==> config.mk <==
export PLATFORM = sky130hd
export DESIGN_NAME = msf_cmd_fifo
export DESIGN_NICKNAME = d
export VERILOG_FILES = /design/src/hw/rtl/msf_pkg.sv /design/src/hw/rtl/msf_cmd_fifo.sv
export VERILOG_INCLUDE_DIRS = /design/src /design/src/hw/rtl
export SDC_FILE = /design/constraint.sdc
export NUM_CORES = 1
export LEC_CHECK = 0
export BUFFER_PORTS_ARGS = -buffer_cell sky130_fd_sc_hd__buf_2
export CAP_MARGIN = 20
export CORE_MARGIN = 3
export CORE_UTILIZATION = 42
export CTS_CLUSTER_SIZE = 25
export DETAILED_ROUTE_END_ITERATION = 10
export PLACE_DENSITY = 0.66
export SETUP_SLACK_MARGIN = 0.2
export SLEW_MARGIN = 10
export SYNTH_ARGS = -nofsm -noshare
export SYNTH_HDL_FRONTEND = slang
export SYNTH_SLANG_ARGS = --single-unit
export TNS_END_PERCENT = 10
==> constraint.sdc <==
create_clock -name clk -period 3.5 [get_ports clk]
set_input_delay 0.175 -clock clk [delete_from_list [all_inputs] [get_ports clk]]
set_output_delay 0.175 -clock clk [all_outputs]
set_load 0.02 [all_outputs]
==> src/hw/rtl/mono_span_fill_line_store_macros.svh <==
// Assertion macros shared by the line store modules.
`ifndef MONO_SPAN_FILL_LINE_STORE_MACROS_SVH
`define MONO_SPAN_FILL_LINE_STORE_MACROS_SVH

// Same-cycle implication, checked out of reset.
`define MSF_ASSERT_IMPL(lbl, ante, cons, msg) \
  lbl: assert property (@(posedge clk) disable iff (!rst_n) (ante) |-> (cons)) \
    else $error(msg);

// Next-cycle implication, checked out of reset.
`define MSF_ASSERT_NEXT(lbl, ante, cons, msg) \
  lbl: assert property (@(posedge clk) disable iff (!rst_n) (ante) |=> (cons)) \
    else $error(msg);

`endif

==> src/hw/rtl/msf_pkg.sv <==
// Types and constants of the mono span fill line store.
package msf_pkg;

  // Store geometry
  localparam int ROW_BYTES    = 81;
  localparam int BATCH_ROWS   = 8;
  localparam int SCREEN_WIDTH = 648;
  localparam int STORE_BYTES  = ROW_BYTES * BATCH_ROWS;
  localparam int LIM_COLS     = (SCREEN_WIDTH < ROW_BYTES * 8) ? SCREEN_WIDTH : ROW_BYTES * 8;

  localparam int ADDR_W = (STORE_BYTES > 1) ? $clog2(STORE_BYTES) : 1;
  localparam int BYTE_W = (ROW_BYTES > 1) ? $clog2(ROW_BYTES) : 1;
  localparam int ROW_W  = (BATCH_ROWS > 1) ? $clog2(BATCH_ROWS) : 1;

  // Working width for coordinate sums: 12-bit signed plus 11-bit unsigned
  localparam int COORD_W = 13;
  localparam logic signed [COORD_W-1:0] LIM_S  = COORD_W'(LIM_COLS);
  localparam logic signed [COORD_W-1:0] ROWS_S = COORD_W'(BATCH_ROWS);

  localparam logic [7:0] MASK_FULL = 8'hFF;
  localparam logic [7:0] BYTE_WHITE = 8'h00;

  // Command queue
  localparam int FQ_DEPTH = 2;
  localparam int FQ_AW    = (FQ_DEPTH > 1) ? $clog2(FQ_DEPTH) : 1;

  // Request codes
  localparam logic [1:0] REQ_PAINT = 2'd0;
  localparam logic [1:0] REQ_READ  = 2'd1;
  localparam logic [1:0] REQ_CLEAR = 2'd2;

  // Register map
  typedef enum logic [1:0] {
    REG_CLIP_LEFT   = 2'd0,
    REG_CLIP_TOP    = 2'd1,
    REG_CLIP_WIDTH  = 2'd2,
    REG_CLIP_HEIGHT = 2'd3
  } reg_idx_t;

  localparam logic signed [11:0] CLIP_LEFT_RST   = 12'sd0;
  localparam logic signed [11:0] CLIP_TOP_RST    = 12'sd0;
  localparam logic [10:0]        CLIP_WIDTH_RST  = 11'd648;
  localparam logic [10:0]        CLIP_HEIGHT_RST = 11'd1;

  typedef struct packed {
    logic signed [11:0] clip_left;
    logic signed [11:0] clip_top;
    logic [10:0]        clip_width;
    logic [10:0]        clip_height;
  } cfg_t;

  typedef enum logic [1:0] {
    CMD_NONE  = 2'd0,
    CMD_PAINT = 2'd1,
    CMD_READ  = 2'd2,
    CMD_CLEAR = 2'd3
  } cmd_kind_t;

  // Classified command, front to back
  typedef struct packed {
    cmd_kind_t         kind;
    logic              black;
    logic [ADDR_W-1:0] base;      // row base for paint, byte address for read
    logic [BYTE_W-1:0] byte_lo;
    logic [BYTE_W-1:0] byte_hi;
    logic [7:0]        mask_first;
    logic [7:0]        mask_last;
  } cmd_t;

  typedef struct packed {
    logic init_busy;
  } back_stat_t;

endpackage

==> src/hw/rtl/msf_cmd_fifo.sv <==
// Short command queue between front and back.
module msf_cmd_fifo (
  input  logic          clk,
  input  logic          rst_n,
  input  logic          push,
  input  msf_pkg::cmd_t push_cmd,
  output logic          full,
  input  logic          pop,
  output logic          head_valid,
  output msf_pkg::cmd_t head_cmd
);
  import msf_pkg::*;

  cmd_t             ent_r [FQ_DEPTH];
  logic [FQ_AW-1:0] wr_ptr_r;
  logic [FQ_AW-1:0] rd_ptr_r;
  logic [FQ_AW:0]   cnt_r;
  logic [FQ_AW:0]   cnt_nxt;

  assign full       = (cnt_r == (FQ_AW+1)'(FQ_DEPTH));
  assign head_valid = (cnt_r != '0);
  assign head_cmd   = ent_r[rd_ptr_r];

  always_comb begin
    cnt_nxt = cnt_r;
    if (push && !pop) begin
      cnt_nxt = cnt_r + 1'b1;
    end else if (pop && !push) begin
      cnt_nxt = cnt_r - 1'b1;
    end
  end

  always_ff @(posedge clk) begin
    if (!rst_n) begin
      wr_ptr_r <= '0;
      rd_ptr_r <= '0;
      cnt_r    <= '0;
    end else begin
      cnt_r <= cnt_nxt;
      if (push) begin
        wr_ptr_r <= (wr_ptr_r == FQ_AW'(FQ_DEPTH - 1)) ? '0 : wr_ptr_r + 1'b1;
      end
      if (pop) begin
        rd_ptr_r <= (rd_ptr_r == FQ_AW'(FQ_DEPTH - 1)) ? '0 : rd_ptr_r + 1'b1;
      end
    end
  end

  always_ff @(posedge clk) begin
    if (push) begin
      ent_r[wr_ptr_r] <= push_cmd;
    end
  end

`include "mono_span_fill_line_store_macros.svh"

  `MSF_ASSERT_IMPL(a_pop_nonempty, pop, cnt_r != '0, "queue popped while empty")

endmodule

Yosys cells after proc, flatten, opt, wreduce, memory -nomap -nowiden
Memories as Yosys holds them, arrays and structs flattened. A register that Yosys moved wholly into a read port is not among the register bits.
Index checks and enable logic that the tools add are counted.
- register bits: 4
- RAM bits: 86
- word-level logic and storage cells: 23
- memories: 1
- $add $sub $neg: 4
- equal/unequal tests: 1
- multiplexer cells: 8
- reduce and logical (&&, ||, !) cells: 6
- memory list (name ; depth ; width ; rd ports ; clocked after Yosys merged registers in ; write ports ; line ; source):
    ent_r ; 2 ; 43 ; 1 ; 1 ; 1 ; msf_cmd_fifo.sv:14 ; cmd_t ent_r [FQ_DEPTH];
- operators by type and width (operator ; number):
    $mux 1 ; 6
    $mux 2 ; 2
    $reduce_bool 2->1 ; 2
    $add 1x1->1 const B ; 2
    $add 2x1->2 const B ; 1
    $eq 2x2->1 const B ; 1
    $logic_and 1x1->1 ; 2
    $logic_not 1->1 ; 2
    $sub 2x1->2 const B ; 1

Logic depth before layout (Yosys ltp)
- word-level depth: 4
- gate-level depth with buffers: 5
- gate-level depth less buffers: 5

Worst setup path after synthesis
Ideal clock, no wire load.
- kind: register -> register
- start: register wr_ptr_r
- end: memory ent_r[0][0] (netlist name), enable pin
- library setup time: 0.450 ns
- arrival time: 2.256 ns
- data required time: 3.050 ns
- setup slack: 0.794 ns
- stages on the path, launching flop included: 2
- buffers on the path: 0
- period minus slack after synthesis: 2.706 ns
- cell sequence: dfxtp_1 -> nor2b_1
- RTL lines (item ; line ; source):
    start: declaration ; msf_cmd_fifo.sv:15 ; logic [FQ_AW-1:0] wr_ptr_r;
    start signal: assignment ; msf_cmd_fifo.sv:41 ; wr_ptr_r <= (wr_ptr_r == FQ_AW'(FQ_DEPTH - 1)) ? '0 : wr_ptr_r + 1'b1;
    end: declaration ; msf_cmd_fifo.sv:14 ;
Straight into the memory's write port.

==> impl_metrics.py <==
metrics = {
    "placement": {
        "numPortBuffers": 91,
        "dp_hpwl_mm": 3.594,
        "placed_area_sq_um": 3885,
        "place.gp.congestion": 0.6488,
        "dp_cells": 342,
    },
    "sta": {
        "rsz0062_at_grt": "false",
        "finalSetupTns_ps": 0,
        "max_slew.worst_pin.slew_ps": 618.5,
        "min_period_ps": 1943,
        "setup_viol_count_final": 0,
        "skew_ps": 9.074,
        "hold_violations": 0,
        "fin_crit_sh_pct": 55.51,
        "drv_slew": 0,
        "max_freq_mhz": 514.7,
        "relSlewSlack_pct": 58.68,
    },
    "synth": {
        "synthesis.nets": 204,
        "avgSynthCellArea_sq_um": 21.30,
        "yosysWarnings": 0,
        "ys_ff_latch": 91,
        "ys_types": 17,
        "netlist_instances": 156,
        "synth.yosys.seq_area_share_pct": 80.72,
        "syn-cell-area_sq_um": 3323,
    },
    "worst_setup_path": {
        "path_max_fanout": 25,
        "reg2reg_from": "wr_ptr_r",
        "crit_chain": "buf_12 -> mux2_2 -> buf_2",
        "critPathLaunchType": "register",
        "max_stage_delay_ps": 640,
        "critPathArrivalTime_ps": 1770,
        "rr_worst_depth": 2,
        "ff2ff_setup_slack_ps": 1850,
        "cp_data_required_time_ps": 3320,
        "crit_type": "reg -> out",
        "crit_path_end_kind": "primary output",
        "rr_endpoint": "ent_r[0][3]",
        "worst_path_max_delay_cell": "dfxtp_2",
    },
    "detailed_routing": {
        "drt_iter0_drc": 71,
        "ant_nets": 0,
        "post_drt_wl_per_cell_microns": 15.27,
        "routed_wl_mm": 5.773,
        "via_per_inst": 4.669,
        "vias": 1765,
        "drt_first_pass_iters": 4,
        "drcViolationCount": 0,
    },
    "pwr": {
        "powerDensity_nw_per_um2": 508.6,
        "power_leakage_nw": 1.615,
        "ir_drop_uv": 298.4,
        "p_total_w": 0.002170,
    },
    "floorplanning": {
        "ios": 92,
        "die_area_sq_um": 9016,
        "initial_core_util_pct": 44.62,
        "dieHeight_microns": 94.95,
        "core_sq_um": 7447,
        "rows": 31,
        "die_w_microns": 94.95,
    },
    "clocking": {
        "clockRootBuffer": "clkbuf_8",
        "cts.sink_count": 91,
        "path_clk_slew_ps": 80,
        "cts_setup_buffers": 0,
        "cts.path.max_buffers": 2,
        "post_cts_resized": 0,
        "numCtsBuffers": 9,
        "cts_max_level": 3,
        "cts_tree": "done",
        "clock_latency_ps": 340,
    },
    "global_routing": {
        "grt-ovfl-total": 0,
        "grt_pass1_vias": 1883,
        "grt_usage_pct": 13.58,
        "grt_pass1_wl_mm": 8.970,
        "grt_max_degree": 44,
        "antenna_found_initial": 0,
    },
    "final_layout": {
        "fillers": 619,
        "stdcell_area_sq_um": 4267,
        "nets": 322,
        "syn2layout_area_growth_pct": 28.39,
        "drive_above_1_share_pct": 55.20,
        "diodes": 0,
        "final_cells": 378,
    },
    "run_status": {
        "status": "completed",
    },
    "hold_path": {
        "worstHoldEndpoint": "ent_r[1][25]",
        "min_delay_path_depth": 1,
        "holdCritStartpoint": "push_cmd[25]",
        "hold_class": "in -> reg",
    },
    "flow_run": {
        "maxCapViolCount": 0,
    },
}
[cell type report]
class / count / area, sq um / area share, %
flip-flops and latches: 91 / 2684 / 62.90
clock buffers: 11 / 131.4 / 3.079
clock inverters: 5 / 30.03 / 0.7038
inverters: 1 / 3.754 / 0.08798
multi-input cells: 59 / 610.6 / 14.31
well taps: 99 / 123.9 / 2.903
repair buffers: 112 / 683.2 / 16.01
[per-stage QoR]
stage	setup WS, ps	hold WS, ps	util (%)
3_3_place_gp	1660	362.5	52.17
4_1_cts	1279	0.2393	56.75
5_1_grt	1448	0.6065	57.29
2_1_floorplan	793.8	273.9	-
3_5_place_dp	1670	366.7	52.17
6_report	1557	15.62	57.29
[cell families (layout without fill, tap and decap cells)]
logic type | Yosys count | in the layout | synth area share, %
compound gates | 3 | 3 | 0.6024
xor+xnor | 3 | 3 | 0.7908
fa+ha+maj | 1 | 1 | 0.3764
buf+inv | 6 | 129 | 1.167
flops | 91 | 91 | 80.72
mux | 43 | 43 | 14.57
simple gates | 9 | 9 | 1.770
[cells in the final DEF, fill, tap and decap left out]
| cell type | Yosys | final |
|---|---|---|
| a21boi_1 | 1 | 1 |
| and2_1 | 4 | 3 |
| and2_2 | 0 | 1 |
| and2b_2 | 1 | 1 |
| buf_12 | 0 | 2 |
| buf_2 | 1 | 91 |
| buf_4 | 4 | 1 |
| clkbuf_1 | 0 | 2 |
| clkbuf_8 | 0 | 9 |
| clkinv_1 | 0 | 2 |
| clkinv_2 | 0 | 1 |
| clkinv_4 | 0 | 2 |
| dfxtp_1 | 5 | 4 |
| dfxtp_2 | 0 | 1 |
| dlygate4sd3_1 | 0 | 18 |
| edfxtp_1 | 86 | 86 |
| ha_1 | 1 | 1 |
| inv_1 | 1 | 1 |
| mux2_2 | 43 | 43 |
| nor2b_1 | 2 | 1 |
| nor2b_4 | 0 | 1 |
| o21a_1 | 1 | 1 |
| o21ai_0 | 1 | 1 |
| or2_2 | 1 | 1 |
| or3_1 | 1 | 1 |
| xnor2_1 | 1 | 1 |
| xor2_1 | 2 | 2 |
[sequential cells by signal (all words and copies together) (netlist names), named ones only]
register	count
ent_r	86
cnt_r	2
rd_ptr_r	1
wr_ptr_r	1
[how the worst max path moves through the flow]
| stage | endpoint |
|---|---|
| 2_1_floorplan | ent_r[0][0] |
| 3_3_place_gp | head_cmd[18] |
| 3_5_place_dp | head_cmd[28] |
| 4_1_cts | head_cmd[28] |
| 5_1_grt | head_cmd[22] |
| 6_report | head_cmd[28] |
[worst max-delay path: cells and delay by family (launching register included)]
kind                   cells  cell delay (ps)
flip-flops                 1              640
buffers and inverters      2              410
multiplexers               1              360
[metal layers]
metal / track usage [%] / up-vias / part of all wire, %
li1: - / 838 / -
met1: 15.64 / 868 / 39
met2: 23.19 / 53 / 53
met3: 3.506 / 6 / 6.2
met4: 7.212 / 0 / 1.6
met5: 0 / - / 0
[cells in the mapped netlist]
master,n,share of area (%)
buf_4,4,0.90
nor2b_1,2,0.38
or3_1,1,0.19
o21ai_0,1,0.15
xor2_1,2,0.53
dfxtp_1,5,3.0
o21a_1,1,0.23
buf_2,1,0.15
inv_1,1,0.11
or2_2,1,0.19
xnor2_1,1,0.26
a21boi_1,1,0.23
mux2_2,43,15
and2b_2,1,0.26
edfxtp_1,86,78
ha_1,1,0.38
and2_1,4,0.75
[where the power goes]
part / switching, W / leakage (nW) / internal [W]
Combinational: 0.000163 / 0.684 / 0.000139
Clock: 0.000335 / 0.0824 / 0.000255
Sequential: 0.0000233 / 0.849 / 0.00125
Total: 0.000522 / 1.61 / 0.00165
[repair_timing]
action,4_1_cts,5_1_grt
endpoints found under the hold margin,35,0
hold buffers,18,0
setup endpoints to repair,0,0
Power figures use the tool's default switching activity.
