## src/hw/rtl/mono_span_fill_line_store_macros.svh

```systemverilog
// Assertion macros shared by the line store modules.
`ifndef MONO_SPAN_FILL_LINE_STORE_MACROS_SVH
`define MONO_SPAN_FILL_LINE_STORE_MACROS_SVH

// Same-cycle implication, checked out of reset.
`define MSF_ASSERT_IMPL(lbl, ante, cons, msg) \
  lbl: assert property (@(posedge clk) disable iff (!rst_n) (ante) |-> (cons)) \
    else $error(msg);

// Next-cycle implication, checked out of reset.
`define MSF_ASSERT_NEXT(lbl, ante, cons, msg) \
  lbl: assert property (@(posedge clk) disable iff (!rst_n) (ante) |=> (cons)) \
    else $error(msg);

`endif

```

## src/hw/rtl/msf_pkg.sv

```systemverilog
// Types and constants of the mono span fill line store.
package msf_pkg;

  // Store geometry
  localparam int ROW_BYTES    = 81;
  localparam int BATCH_ROWS   = 8;
  localparam int SCREEN_WIDTH = 648;
  localparam int STORE_BYTES  = ROW_BYTES * BATCH_ROWS;
  localparam int LIM_COLS     = (SCREEN_WIDTH < ROW_BYTES * 8) ? SCREEN_WIDTH : ROW_BYTES * 8;

  localparam int ADDR_W = (STORE_BYTES > 1) ? $clog2(STORE_BYTES) : 1;
  localparam int BYTE_W = (ROW_BYTES > 1) ? $clog2(ROW_BYTES) : 1;
  localparam int ROW_W  = (BATCH_ROWS > 1) ? $clog2(BATCH_ROWS) : 1;

  // Working width for coordinate sums: 12-bit signed plus 11-bit unsigned
  localparam int COORD_W = 13;
  localparam logic signed [COORD_W-1:0] LIM_S  = COORD_W'(LIM_COLS);
  localparam logic signed [COORD_W-1:0] ROWS_S = COORD_W'(BATCH_ROWS);

  localparam logic [7:0] MASK_FULL = 8'hFF;
  localparam logic [7:0] BYTE_WHITE = 8'h00;

  // Command queue
  localparam int FQ_DEPTH = 2;
  localparam int FQ_AW    = (FQ_DEPTH > 1) ? $clog2(FQ_DEPTH) : 1;

  // Request codes
  localparam logic [1:0] REQ_PAINT = 2'd0;
  localparam logic [1:0] REQ_READ  = 2'd1;
  localparam logic [1:0] REQ_CLEAR = 2'd2;

  // Register map
  typedef enum logic [1:0] {
    REG_CLIP_LEFT   = 2'd0,
    REG_CLIP_TOP    = 2'd1,
    REG_CLIP_WIDTH  = 2'd2,
    REG_CLIP_HEIGHT = 2'd3
  } reg_idx_t;

  localparam logic signed [11:0] CLIP_LEFT_RST   = 12'sd0;
  localparam logic signed [11:0] CLIP_TOP_RST    = 12'sd0;
  localparam logic [10:0]        CLIP_WIDTH_RST  = 11'd648;
  localparam logic [10:0]        CLIP_HEIGHT_RST = 11'd1;

  typedef struct packed {
    logic signed [11:0] clip_left;
    logic signed [11:0] clip_top;
    logic [10:0]        clip_width;
    logic [10:0]        clip_height;
  } cfg_t;

  typedef enum logic [1:0] {
    CMD_NONE  = 2'd0,
    CMD_PAINT = 2'd1,
    CMD_READ  = 2'd2,
    CMD_CLEAR = 2'd3
  } cmd_kind_t;

  // Classified command, front to back
  typedef struct packed {
    cmd_kind_t         kind;
    logic              black;
    logic [ADDR_W-1:0] base;      // row base for paint, byte address for read
    logic [BYTE_W-1:0] byte_lo;
    logic [BYTE_W-1:0] byte_hi;
    logic [7:0]        mask_first;
    logic [7:0]        mask_last;
  } cmd_t;

  typedef struct packed {
    logic init_busy;
  } back_stat_t;

endpackage

```

## src/hw/rtl/msf_front.sv

```systemverilog
// Front end: takes request words, clips spans and queues commands.
module msf_front (
  input  logic               clk,
  input  logic               rst_n,
  input  logic               in_valid,
  output logic               in_ready,
  input  logic [1:0]         in_req_type,
  input  logic signed [11:0] in_span_x,
  input  logic signed [11:0] in_span_y,
  input  logic [10:0]        in_span_width,
  input  logic               in_paint_black,
  input  logic [9:0]         in_read_index,
  input  msf_pkg::cfg_t      cfg,
  input  msf_pkg::back_stat_t bstat,
  input  logic               q_full,
  output logic               q_push,
  output msf_pkg::cmd_t      q_cmd
);
  import msf_pkg::*;

  logic               fr_valid_r;
  logic [1:0]         fr_type_r;
  logic signed [11:0] fr_x_r;
  logic signed [11:0] fr_y_r;
  logic [10:0]        fr_w_r;
  logic               fr_black_r;
  logic [9:0]         fr_idx_r;

  logic signed [COORD_W-1:0] x_s, xe_s, cl_s, ce_s, lo_s, hi_s, last_s;
  logic signed [COORD_W-1:0] y_s, ct_s, ch_s, row_s;
  logic                      row_ok, covered;
  logic [ROW_W-1:0]          row_idx;

  assign q_push   = fr_valid_r && !q_full;
  assign in_ready = !bstat.init_busy && (!fr_valid_r || q_push);

  always_ff @(posedge clk) begin
    if (!rst_n) begin
      fr_valid_r <= 1'b0;
    end else if (in_valid && in_ready) begin
      fr_valid_r <= 1'b1;
    end else if (q_push) begin
      fr_valid_r <= 1'b0;
    end
  end

  always_ff @(posedge clk) begin
    if (in_valid && in_ready) begin
      fr_type_r  <= in_req_type;
      fr_x_r     <= in_span_x;
      fr_y_r     <= in_span_y;
      fr_w_r     <= in_span_width;
      fr_black_r <= in_paint_black;
      fr_idx_r   <= in_read_index;
    end
  end

  // Clip against rectangle, screen edge and rows held
  always_comb begin
    x_s   = {fr_x_r[11], fr_x_r};
    xe_s  = x_s + {2'b00, fr_w_r};
    cl_s  = {cfg.clip_left[11], cfg.clip_left};
    ce_s  = cl_s + {2'b00, cfg.clip_width};
    y_s   = {fr_y_r[11], fr_y_r};
    ct_s  = {cfg.clip_top[11], cfg.clip_top};
    ch_s  = {2'b00, cfg.clip_height};
    row_s = y_s - ct_s;

    lo_s = (x_s > cl_s) ? x_s : cl_s;
    if (lo_s < 0) begin
      lo_s = '0;
    end
    hi_s = (xe_s < ce_s) ? xe_s : ce_s;
    if (hi_s > LIM_S) begin
      hi_s = LIM_S;
    end
    last_s = hi_s - COORD_W'(1);

    row_ok  = !row_s[COORD_W-1] && (row_s < ROWS_S) && (row_s < ch_s);
    covered = (fr_w_r != '0) && row_ok && (hi_s > lo_s);
    row_idx = row_s[ROW_W-1:0];
  end

  always_comb begin
    q_cmd            = '0;
    q_cmd.kind       = CMD_NONE;
    q_cmd.black      = fr_black_r;
    q_cmd.byte_lo    = BYTE_W'(lo_s >>> 3);
    q_cmd.byte_hi    = BYTE_W'(last_s >>> 3);
    q_cmd.mask_first = MASK_FULL >> lo_s[2:0];
    q_cmd.mask_last  = MASK_FULL << (3'd7 - last_s[2:0]);
    q_cmd.base       = ADDR_W'(32'(row_idx) * ROW_BYTES);
    case (fr_type_r)
      REQ_PAINT: begin
        q_cmd.kind = covered ? CMD_PAINT : CMD_NONE;
      end
      REQ_READ: begin
        q_cmd.kind    = (32'(fr_idx_r) < STORE_BYTES) ? CMD_READ : CMD_NONE;
        q_cmd.base    = ADDR_W'(fr_idx_r);
        q_cmd.byte_lo = '0;
      end
      REQ_CLEAR: begin
        q_cmd.kind = CMD_CLEAR;
      end
      default: begin
        q_cmd.kind = CMD_NONE;
      end
    endcase
  end

endmodule

```

## config.mk

```make
export PLATFORM = sky130hd
export DESIGN_NAME = msf_front
export DESIGN_NICKNAME = d
export VERILOG_FILES = /design/src/hw/rtl/mono_span_fill_line_store_macros.svh /design/src/hw/rtl/msf_pkg.sv /design/src/hw/rtl/msf_front.sv
export SDC_FILE = /design/constraint.sdc
export NUM_CORES = 1
export LEC_CHECK = 0
export BUFFER_PORTS_ARGS = -buffer_cell sky130_fd_sc_hd__buf_2
export CORE_UTILIZATION = 55
export DETAILED_ROUTE_END_ITERATION = 12
export GPL_TIMING_DRIVEN = 0
export PLACE_DENSITY = 0.81
export SETUP_SLACK_MARGIN = 0.3
export SYNTH_ARGS = -nofsm -noshare
export SYNTH_HDL_FRONTEND = slang
export SYNTH_SLANG_ARGS = --single-unit
```

## constraint.sdc

```tcl
create_clock -name clk -period 7.4 [get_ports clk]
set_input_delay 0.74 -clock clk [delete_from_list [all_inputs] [get_ports clk]]
set_output_delay 0.74 -clock clk [all_outputs]
set_load 0.005 [all_outputs]
```

* After elaboration in Yosys (flattened, before gate mapping)
Index checks and enable logic that the tools add are counted.
** Cells by class
- Add/sub/neg operators :: 5
- Multipliers :: 1
- Magnitude comparators :: 8
- Equal/unequal tests :: 2
- Shift operators :: 2
- Mux-type cells :: 10
- Reduce and logical (&&, ||, !) cells :: 15
** Operator list (number)
- 13-bit 2-to-1 mux :: 4
- 12-bit by 12-bit adder with 13-bit output :: 2
- 17-bit 2-to-1 mux :: 1
- 13-bit by 11-bit > comparator with 1-bit output, second input constant :: 1
- 13-bit > comparator :: 1
- 13-bit by 1-bit < comparator with 1-bit output, second input constant :: 1
- 13-bit by 12-bit < comparator with 1-bit output :: 1
- 13-bit < comparator :: 1
- 13-bit by 5-bit < comparator with 1-bit output, second input constant :: 1
- 12-bit by 12-bit subtractor with 13-bit output :: 1
- 12-bit > comparator :: 1
- 11-bit nonzero test :: 1
- 10-bit < comparator, second input constant :: 1
- 3-bit by 7-bit multiplier with 10-bit output, second input constant :: 1
- 10-bit by 2-bit subtractor with 10-bit output, second input constant :: 1
- 8-bit by 3-bit << shifter with 8-bit output, first input constant :: 1
- 8-bit by 3-bit >> shifter with 8-bit output, first input constant :: 1
- 1-bit logical AND :: 7
- 2-bit case mux with 3 select lines :: 1
- 1-bit zero test :: 4
- 1-bit 2-to-1 mux :: 3
- 3-bit subtractor, first input constant :: 1
- 2-bit by 1-bit equality test with 1-bit output, second input constant :: 1
- 2-bit equality test, second input constant :: 1
- 4 further kinds :: 4
** Word-level totals
- Flip-flop bits (word level) :: 49
- Logic and storage cells :: 50

* Depth between registers and ports, before layout
Gate-level depths: netlist of the first run.
- Word-level depth :: 9
- Depth in mapped cells :: 33
- Gate-level depth less buffers :: 31

* Worst setup path after synthesis of the first run
Ideal clock, no wire load.
- Path kind :: input to output
- Start :: input cfg[11] (netlist bit)
- End :: output q_cmd[41] (netlist bit)
- Data arrival time :: 5.838 ns
- Data required time :: 6.660 ns
- Path slack :: 0.822 ns
- Cell stages on the path :: 33
- Path buffers :: 2
- Cell sequence :: ha_1 > inv_1 > fa_1 > nor2b_2 > o2111ai_1 > nand3_1 > xor2_1 > inv_1 > ha_1 > a21o_1 > a21oi_1 > o21ai_1 > nor3_4 > a211oi_4 > a2111oi_4 > buf_2 > o211ai_1 > a22oi_1 > a221o_2 > buf_6 > a21boi_2 > ha_1 > nor2b_1 > o21a_1 > o21ai_0 > nand2b_1 > a21oi_1 > o21ai_0 > a21o_1 > a21oi_1 > nor2_1 > nand4b_1 > o31ai_1
** RTL lines
- start: declaration :: line msf_front.sv:13 : input msf_pkg::cfg_t cfg,
- end: declaration :: line msf_front.sv:17 : output msf_pkg::cmd_t q_cmd

==> flow_summary.yaml, run 1 <==
timing:
  relSlewSlack: 0.578
  slew_violations: 0
  finalCritPeriodShare: 0.961
  rsz0062_at_grt: "yes"
  holdWs_ns: 0.553
  fmax_mhz: 141
  fin_crit_ns: 7.11
  setup_viol: 0
  worstMarginPinSlew_ns: 0.629
  clock_skew_ns: 0.00678
  hold_violations: 0
  fin_tns_setup_ns: 0
worst_setup_path:
  crit_fanout: 7
  cp-start-kind: "primary input"
  cp_data_arrival_time_ns: 6.37
  rr_worst_depth: 3
  cp-end-kind: "primary output"
  crit_path_frequent_cell: "buf_4"
  cp.required_ns: 6.66
  crit_slowest_cell: "fa_2"
  worst_path_largest_cell_delay_ns: 0.41
  path_class: "in2out"
logic_synthesis:
  ys_top_cells_by_area: "edfxtp_1 25%, ha_1 18%, o21ai_0 3.7%"
  synthDistinctLibCells: 83
  synth_top_area_frac: 0.252
  synth_area_leader_cell: "edfxtp_1"
  synth-seq-cells: 49
  synthTopCellsByCount: "84 x ha_1, 55 x inv_1, 48 x edfxtp_1, 42 x o21ai_0, 38 x nor2_1"
  synth-edff-count: 48
  syn_inst: 629
  ys_seq_area_frac: 0.256
  yosys_warnings: 0
  synthFlopType: "edfxtp_1"
  async_flop_share: 0
  synth.most_common_cell: "ha_1"
  syn-cell-area_um2: 5710
  avgSynthCellArea_um2: 9.08
cells_and_area:
  n_antenna_cell: 0
  drive_gt1_frac: 0.354
  nFillCells: 724
  fin_nets: 994
  area.growth.synth_to_final_pct: 28.7
clock_network:
  clk_pin_slew_ns: 0.09
  cts_buffer_depth: 2
  clk_latency_ns: 0.31
  clock-sinks: 49
  cts_hold_buffers: 0
  cts_tree: "yes"
  cts-buffers-inserted: 5
  root_buffer: "clkbuf_8"
  cts_htree_levels: 2
pwr:
  clockPowerShare: 0.158
  p_per_area_nw_per_um2: 195
  p_sw_frac: 0.402
  p_leak_uw: 0.00335
  combinationalPowerShare: 0.612
  p_int_uw: 855
  switchingPower_uw: 575
  finalPower_uw: 1430
  seqPwrFrac: 0.229
  ir_worst_vdd_mv: 0.176
grt:
  antenna_found_initial: 0
  grt_first_pass_wirelength_um: 26900
  grt_use_total: 0.311
  grt_pass1_vias: 5722
  grt_max_degree: 27
  grt_overflow: 0
drt:
  vias: 5665
  route.detailed.drc: 0
  wl_um: 17000
  dr.pass1.iters: 7
  vias_per_cell: 6.01
  drt-initial-drc-count: 395
  wl_per_cell_um: 18.1
  ant_nets: 0
floorplanning:
  die_w_um: 104
  ios: 144
  die_h_um: 104
  die_area_um2: 10800
  fp-row-count: 36
  coreArea_um2: 9910
  start_util: 0.577
flow_run:
  maxCapViolCount: 0
worst_hold_path:
  hold_depth: 2
  holdCritPathClass: "reg2reg"
placement:
  dp_hpwl_um: 13200
  routabilityCongestion: 0.934
  io_buffers: 140
status:
  status: "complete, no violations"
==> area by class of cell <==
type                       count  area [µm²]  share of cell area
inverter                      55         206              0.0281
timing repair buffer         171         966               0.131
tap                          133         166              0.0226
multi-input combinational    507        4310               0.586
clock inverter                 3        65.1             0.00885
clock buffer                   5        68.8             0.00936
sequential                    49        1460               0.199
buffer                        19         110              0.0150
==> final timing paths <==
kind	slack, ns	start	to
worst max register to register	5.74	fr_valid_r	fr_x_r[11]
worst min register to register	0.55	fr_valid_r	fr_valid_r
worst min-delay path	0.55	fr_valid_r	fr_valid_r
worst max-delay path	0.29	cfg[11]	q_cmd[41]
==> registers in the layout (all words and copies together) (netlist names) <==
signal and cells:
fr_black_r 1, fr_idx_r 10, fr_type_r 2, fr_valid_r 1, fr_w_r 11, fr_x_r 12
fr_y_r 12
==> power groups by stage <==
stage          combinational (µW)  sequential, µW  clock, µW
5_1_grt                       951             329        236
3_3_place_gp                  694             335          0
4_1_cts                       789             328        228
2_1_floorplan                 506             331          0
3_5_place_dp                  717             334          0
6_report                      876             328        226
==> per-layer routing <==
metal | GRT usage | routed length (µm) | part of all wire
met4 | 0.163 | 795 | 0.047
met5 | 0 | 0 | 0
met3 | 0.0489 | 1280 | 0.075
met2 | 0.565 | 8500 | 0.50
met1 | 0.348 | 6450 | 0.38
==> timing repair <==
action	in CTS	in global routing
hold endpoints to repair	0	0
buffers inserted	15	15
setup endpoints to repair	2	2
gates cloned	0	0
pin swaps	17	27
resized for setup	37	42
==> through the flow <==
stage | instances | setup WS, ns | instance area, µm² | utilization
after floorplan | 630 | 0.822 | 5720 | -
after global placement | 903 | -0.192 | 6590 | 0.665
after detailed placement | 904 | -0.328 | 6610 | 0.667
after CTS | 927 | 0.301 | 7040 | 0.710
after global routing | 942 | 0.0376 | 7350 | 0.742
final | 942 | 0.286 | 7350 | 0.742
==> critical path, delay by kind of cell <==
family          cells  cell delay, ns
buf+inv             7            0.88
mux                 1            0.21
xor+xnor            1            0.19
compound gates     15            2.40
simple gates        8            0.91
fa+ha+maj           4            1.02
==> cell families (layout without fill, tap and decap cells) <==
kind of cell	after synthesis	count (layout)	synth area share
buffers and inverters	74	253	0.0534
adder cells (fa/ha/maj)	88	88	0.196
multiplexers	24	24	0.0436
XOR/XNOR	24	24	0.0401
AND/OR/NAND/NOR	182	182	0.171
flip-flops	49	49	0.256
other	1	2	0.000656
AO/OA/AOI/OAI	187	187	0.239
==> cell usage in the layout (no fill, tap or decap), types with 18 or more instances in the layout <==
master    synthesis  layout
a21oi_1          36      29
buf_2             4     141
buf_4             4      35
edfxtp_1         48      48
ha_1             84      75
inv_1            55      52
nand2_1          34      34
nor2_1           38      37
nor2b_1          20      18
o21ai_0          42      35
(Power assumes the default switching activity.)
==> run 2, diff against run 1 <==
- clock period: 7.4 -> 7.2 ns (I/O delays scaled with it)
==> run 2 against run 1 <==
  * First-iteration DRC count decreased by 1.8%
  * Power is 6.0% higher
  * Worst setup slack lost 0.17 ns
  * Clock skew grew 0.00088 ns
  * Die area is the same
  * Sequential power increased by 3%
  * Highest routed layer unchanged
==> flow_summary.yaml, run 2 (synthesis results as in run 1) <==
drt:
  vias: 5915
  wl_per_cell_um: 18.5
  wl_um: 17900
  vias_per_cell: 6.12
  route.detailed.drc: 0
  drt-initial-drc-count: 388
  dr.pass1.iters: 5
  ant_nets: 0
clock_network:
  cts_buffer_depth: 2
  cts_htree_levels: 2
  cts-buffers-inserted: 5
  clk_pin_slew_ns: 0.09
  root_buffer: "clkbuf_8"
  clk_latency_ns: 0.31
  cts_tree: "yes"
  clock-sinks: 49
cells_and_area:
  layout.cells.non_filler: 967
  multi_input_area_um2: 4300
  final_common_cell: "buf_2"
  n_antenna_cell: 0
  nFillCells: 692
  fin_nets: 1019
  top_regs: "fr_x_r x12, fr_y_r x12, fr_w_r x11"
  area.growth.synth_to_final_pct: 31.7
  final_cell_mix: "141 x buf_2, 76 x ha_1, 61 x buf_4"
  regArea_um2: 1460
  drive_gt1_frac: 0.367
worst_setup_path:
  path_class: "in2out"
  cp_data_arrival_time_ns: 6.36
  crit_fanout: 7
  cp-start-kind: "primary input"
  cp.required_ns: 6.48
  worst_path_largest_cell_delay_ns: 0.53
  crit_slowest_cell: "or4b_4"
  cp-end-kind: "primary output"
placement:
  dp_hpwl_um: 13200
  io_buffers: 140
  dp.cells: 904
  routabilityCongestion: 0.934
floorplanning:
  ios: 144
  start_util: 0.577
  die_h_um: 104
  coreArea_um2: 9910
  die_area_um2: 10800
  die_w_um: 104
  fp-row-count: 36
pwr:
  ir_worst_vdd_mv: 0.180
  p_int_uw: 907
  clockPowerShare: 0.153
  switchingPower_uw: 610
  p_leak_uw: 0.00346
  combinationalPowerShare: 0.625
  seqPwrFrac: 0.222
  p_sw_frac: 0.402
  p_per_area_nw_per_um2: 201
timing:
  setup_viol: 0
  fin_tns_setup_ns: 0
  clock_skew_ns: 0.00766
  hold_violations: 0
  rsz0062_at_grt: "yes"
  relSlewSlack: 0.531
  slew_violations: 0
  finalCritPeriodShare: 0.984
  fmax_mhz: 141
  worstMarginPinSlew_ns: 0.698
  fin_crit_ns: 7.08
grt:
  grt_pass1_vias: 6076
  antenna_found_initial: 0
  grt_first_pass_wirelength_um: 28800
  grt_use_total: 0.335
  grt_overflow: 0
  grt_max_degree: 27
status:
  status: "complete, no violations"
flow_run:
  maxCapViolCount: 0
worst_hold_path:
  holdCritPathClass: "reg2reg"
==> run 2: changes by cell type in the layout (fill, tap and decap cells not counted), moves of 2 or more <==
cell	before	now
ha_2	3	1
inv_2	3	1
buf_4	35	61
o21ai_2	6	4
nor2b_4	3	1
inv_1	52	54
a21oi_2	15	13
==> run 2: layer usage <==
layer  GRT usage  share of wire  up-vias
met5           0              0        -
met4       0.207          0.055        0
met3      0.0489          0.079       81
met2       0.609           0.50      340
met1       0.366           0.37     2770
li1            -              -     2724
==> run 2: final timing paths <==
kind / startpoint / endpoint / slack, ns / cells after the start
max: cfg[34] / q_cmd[41] / 0.12 / 35
min: fr_valid_r / fr_valid_r / 0.55 / 2
max reg2reg: fr_valid_r / fr_x_r[11] / 5.55 / 3
min reg2reg: fr_valid_r / fr_valid_r / 0.55 / 2
==> run 2: power by group through the flow <==
| stage | Clock, µW | Combinational [µW] | Sequential [µW] |
|---|---|---|---|
| detailed placement | 0 | 737 | 344 |
| global route | 242 | 1020 | 338 |
| floorplan | 0 | 520 | 340 |
| CTS | 235 | 891 | 337 |
| global placement | 0 | 713 | 344 |
| finish | 232 | 948 | 337 |
==> run 2: timing repair <==
action	CTS	global route
hold buffers	0	0
setup endpoints to repair	3	2
resized for setup	60	10
pin swaps	37	1
setup buffers	55	0
==> run 2: final cells by class <==
type,instances,area share
buffer,19,0.0146
inverter,55,0.0274
multi-input combinational,507,0.572
clock inverter,3,0.00864
sequential,49,0.194
tap,133,0.0221
timing repair buffer,196,0.152
clock buffer,5,0.00914
==> run 2: per-stage QoR <==
stage	power, µW	instance area (µm²)	utilization	setup WS [ns]	hold slack [ns]
floorplan	860	5720	-	0.662	0.493
global placement	1060	6590	0.665	-0.352	0.509
detailed placement	1080	6610	0.667	-0.488	0.532
CTS	1460	7470	0.754	0.288	0.549
global route	1600	7530	0.760	-0.125	0.565
finish	1520	7530	0.760	0.115	0.552
==> run 2: critical path, delay by kind of cell <==
family	cells	cell delay, ns
buffers and inverters	6	0.71
adder cells (fa/ha/maj)	4	1.05
AND/OR/NAND/NOR	9	1.49
XOR/XNOR	1	0.17
AO/OA/AOI/OAI	15	2.21
==> run 3, diff against run 2 <==
- PLACE_DENSITY: 0.81 -> 0.9
==> run 3 against run 2 <==
  * Combinational power down 7.1%
  * Clock-buffer cell count up 1
  * Fmax down 1.2%
  * Critical path type unchanged
  * Largest cell class unchanged
  * Flip-flop and latch count unchanged
  * Via count down 4.2%
  * Global-route usage down 3.3 points
  * Design area down 4.1%
  * Largest power group unchanged
  * Worst setup slack worse by 0.084 ns
  * Highest routed layer unchanged
==> flow_summary.yaml, run 3 (synthesis results as in run 1) <==
status:
  status: "complete, no violations"
placement:
  routabilityCongestion: 0.958
  placed_cell_area_um2: 6610
  io_buffers: 140
  dp_hpwl_um: 13300
floorplanning:
  ios: 144
  die_h_um: 104
  fp-row-count: 36
  start_util: 0.577
  die_area_um2: 10800
  die_w_um: 104
  coreArea_um2: 9910
cells_and_area:
  final_cell_mix: "140 x buf_2, 78 x ha_1, 52 x inv_1"
  top_regs: "fr_x_r x12, fr_y_r x12, fr_w_r x11"
  fin_nets: 988
  n_antenna_cell: 0
  drive_gt1_frac: 0.334
  final_common_cell: "buf_2"
  fin_area_um2: 7220
  area.growth.synth_to_final_pct: 26.3
timing:
  clock_skew_ns: 0.00735
  fin_crit_ns: 7.17
  slew_violations: 0
  finalCritPeriodShare: 0.996
  fmax_mhz: 140
  rsz0062_at_grt: "yes"
  holdWs_ns: 0.577
  setup_viol: 0
  worstMarginPinSlew_ns: 0.617
  relSlewSlack: 0.589
  hold_violations: 0
grt:
  grt_first_pass_wirelength_um: 26200
  grt_overflow: 0
  grt_max_degree: 37
  grt_use_total: 0.302
  antenna_found_initial: 0
  grt_pass1_vias: 5681
drt:
  ant_nets: 0
  dr.pass1.iters: 5
  drt-initial-drc-count: 322
  wl_um: 17000
  wl_per_cell_um: 18.2
  route.detailed.drc: 0
  vias_per_cell: 6.05
  vias: 5667
worst_setup_path:
  path_class: "in2out"
  reg2reg_setup_slack_ns: 5.69
  rr_worst_depth: 3
  crit_end: "q_cmd[41]"
  cp-start-kind: "primary input"
  r2r_end: "fr_y_r[11]"
  cp-end-kind: "primary output"
  worst_path_largest_cell_delay_ns: 0.41
  cp.required_ns: 6.48
  r2r_start: "fr_valid_r"
  crit_fanout: 9
  cp_data_arrival_time_ns: 6.45
  crit_start: "cfg[11]"
  crit_slowest_cell: "a2111oi_4"
pwr:
  p_leak_uw: 0.00327
  p_per_area_nw_per_um2: 196
  finalPower_uw: 1410
  ir_worst_vdd_mv: 0.197
flow_run:
  maxCapViolCount: 0
clock_network:
  cts_htree_levels: 2
  cts_buffer_depth: 2
  cts_tree: "yes"
  clk_pin_slew_ns: 0.09
  clock-sinks: 49
  clk_latency_ns: 0.31
  cts_hold_buffers: 0
  root_buffer: "clkbuf_8"
  cts-buffers-inserted: 5
worst_hold_path:
  holdCritPathClass: "in2reg"
==> run 3: cell types whose count changed in the layout (fill, tap and decap cells not counted), moves of 2 or more <==
cell   previous run  this run
inv_1            54        52
ha_1             76        78
buf_4            61        29
ha_4              7         5
buf_6             1         3
==> run 3: worst min path at each step <==
stage	from	endpoint	slack, ns	cells past startpoint
2_1_floorplan	fr_valid_r	fr_valid_r	0.49	2
3_3_place_gp	fr_valid_r	fr_valid_r	0.51	2
3_5_place_dp	fr_valid_r	fr_valid_r	0.59	2
4_1_cts	in_span_y[4]	fr_y_r[4]	0.57	1
5_1_grt	in_read_index[4]	fr_idx_r[4]	0.57	1
6_report	in_span_y[4]	fr_y_r[4]	0.58	1
==> run 3: repair_timing <==
action	in CTS	in global routing
setup buffers	12	12
cloned	0	0
pin swaps	18	20
endpoints found under the setup margin	2	8
resized for setup	33	37
==> run 3: layout make-up <==
class	count	area, µm²
multi-input cells	507	4250
flip-flops and latches	49	1460
clock buffers	6	72.6
inverters	55	210
plain buffers	19	114
well taps	133	166
clock inverters	2	35.0
fillers	725	2690
repair buffers	165	912
==> run 3: worst max-delay path, delay by kind of cell <==
family                     cells  cell delay (ns)
AOI/OAI and AO/OA             10             2.23
buffers and inverters          6             0.75
xor gates and xnor gates       1             0.20
adders and majority gates      4             0.96
and+or+nand+nor                9             1.37
muxes                          1             0.22
==> run 3: per-stage QoR <==
stage	setup slack (ns)	cells	util	TNS, ns
floorplan	0.662	630	-	0
global placement	-0.350	903	0.665	-0.350
detailed placement	-0.484	904	0.667	-0.518
CTS	0.0581	924	0.704	0
global route	-0.302	936	0.728	-0.302
finish	0.0319	936	0.728	0
==> run 3: layer usage <==
layer / global-route usage / share of wire / vias up
met5: 0 / 0 / -
met4: 0.154 / 0.037 / 0
met3: 0.0301 / 0.063 / 52
met2: 0.555 / 0.51 / 276
met1: 0.346 / 0.39 / 2676
li1: - / - / 2663
==> run 3: power breakdown <==
part / internal [µW] / total [µW] / switching (µW)
Sequential: 328 / 337 / 9.28
Combinational: 398 / 881 / 483
Clock: 103 / 196 / 92.8
Total: 829 / 1410 / 585
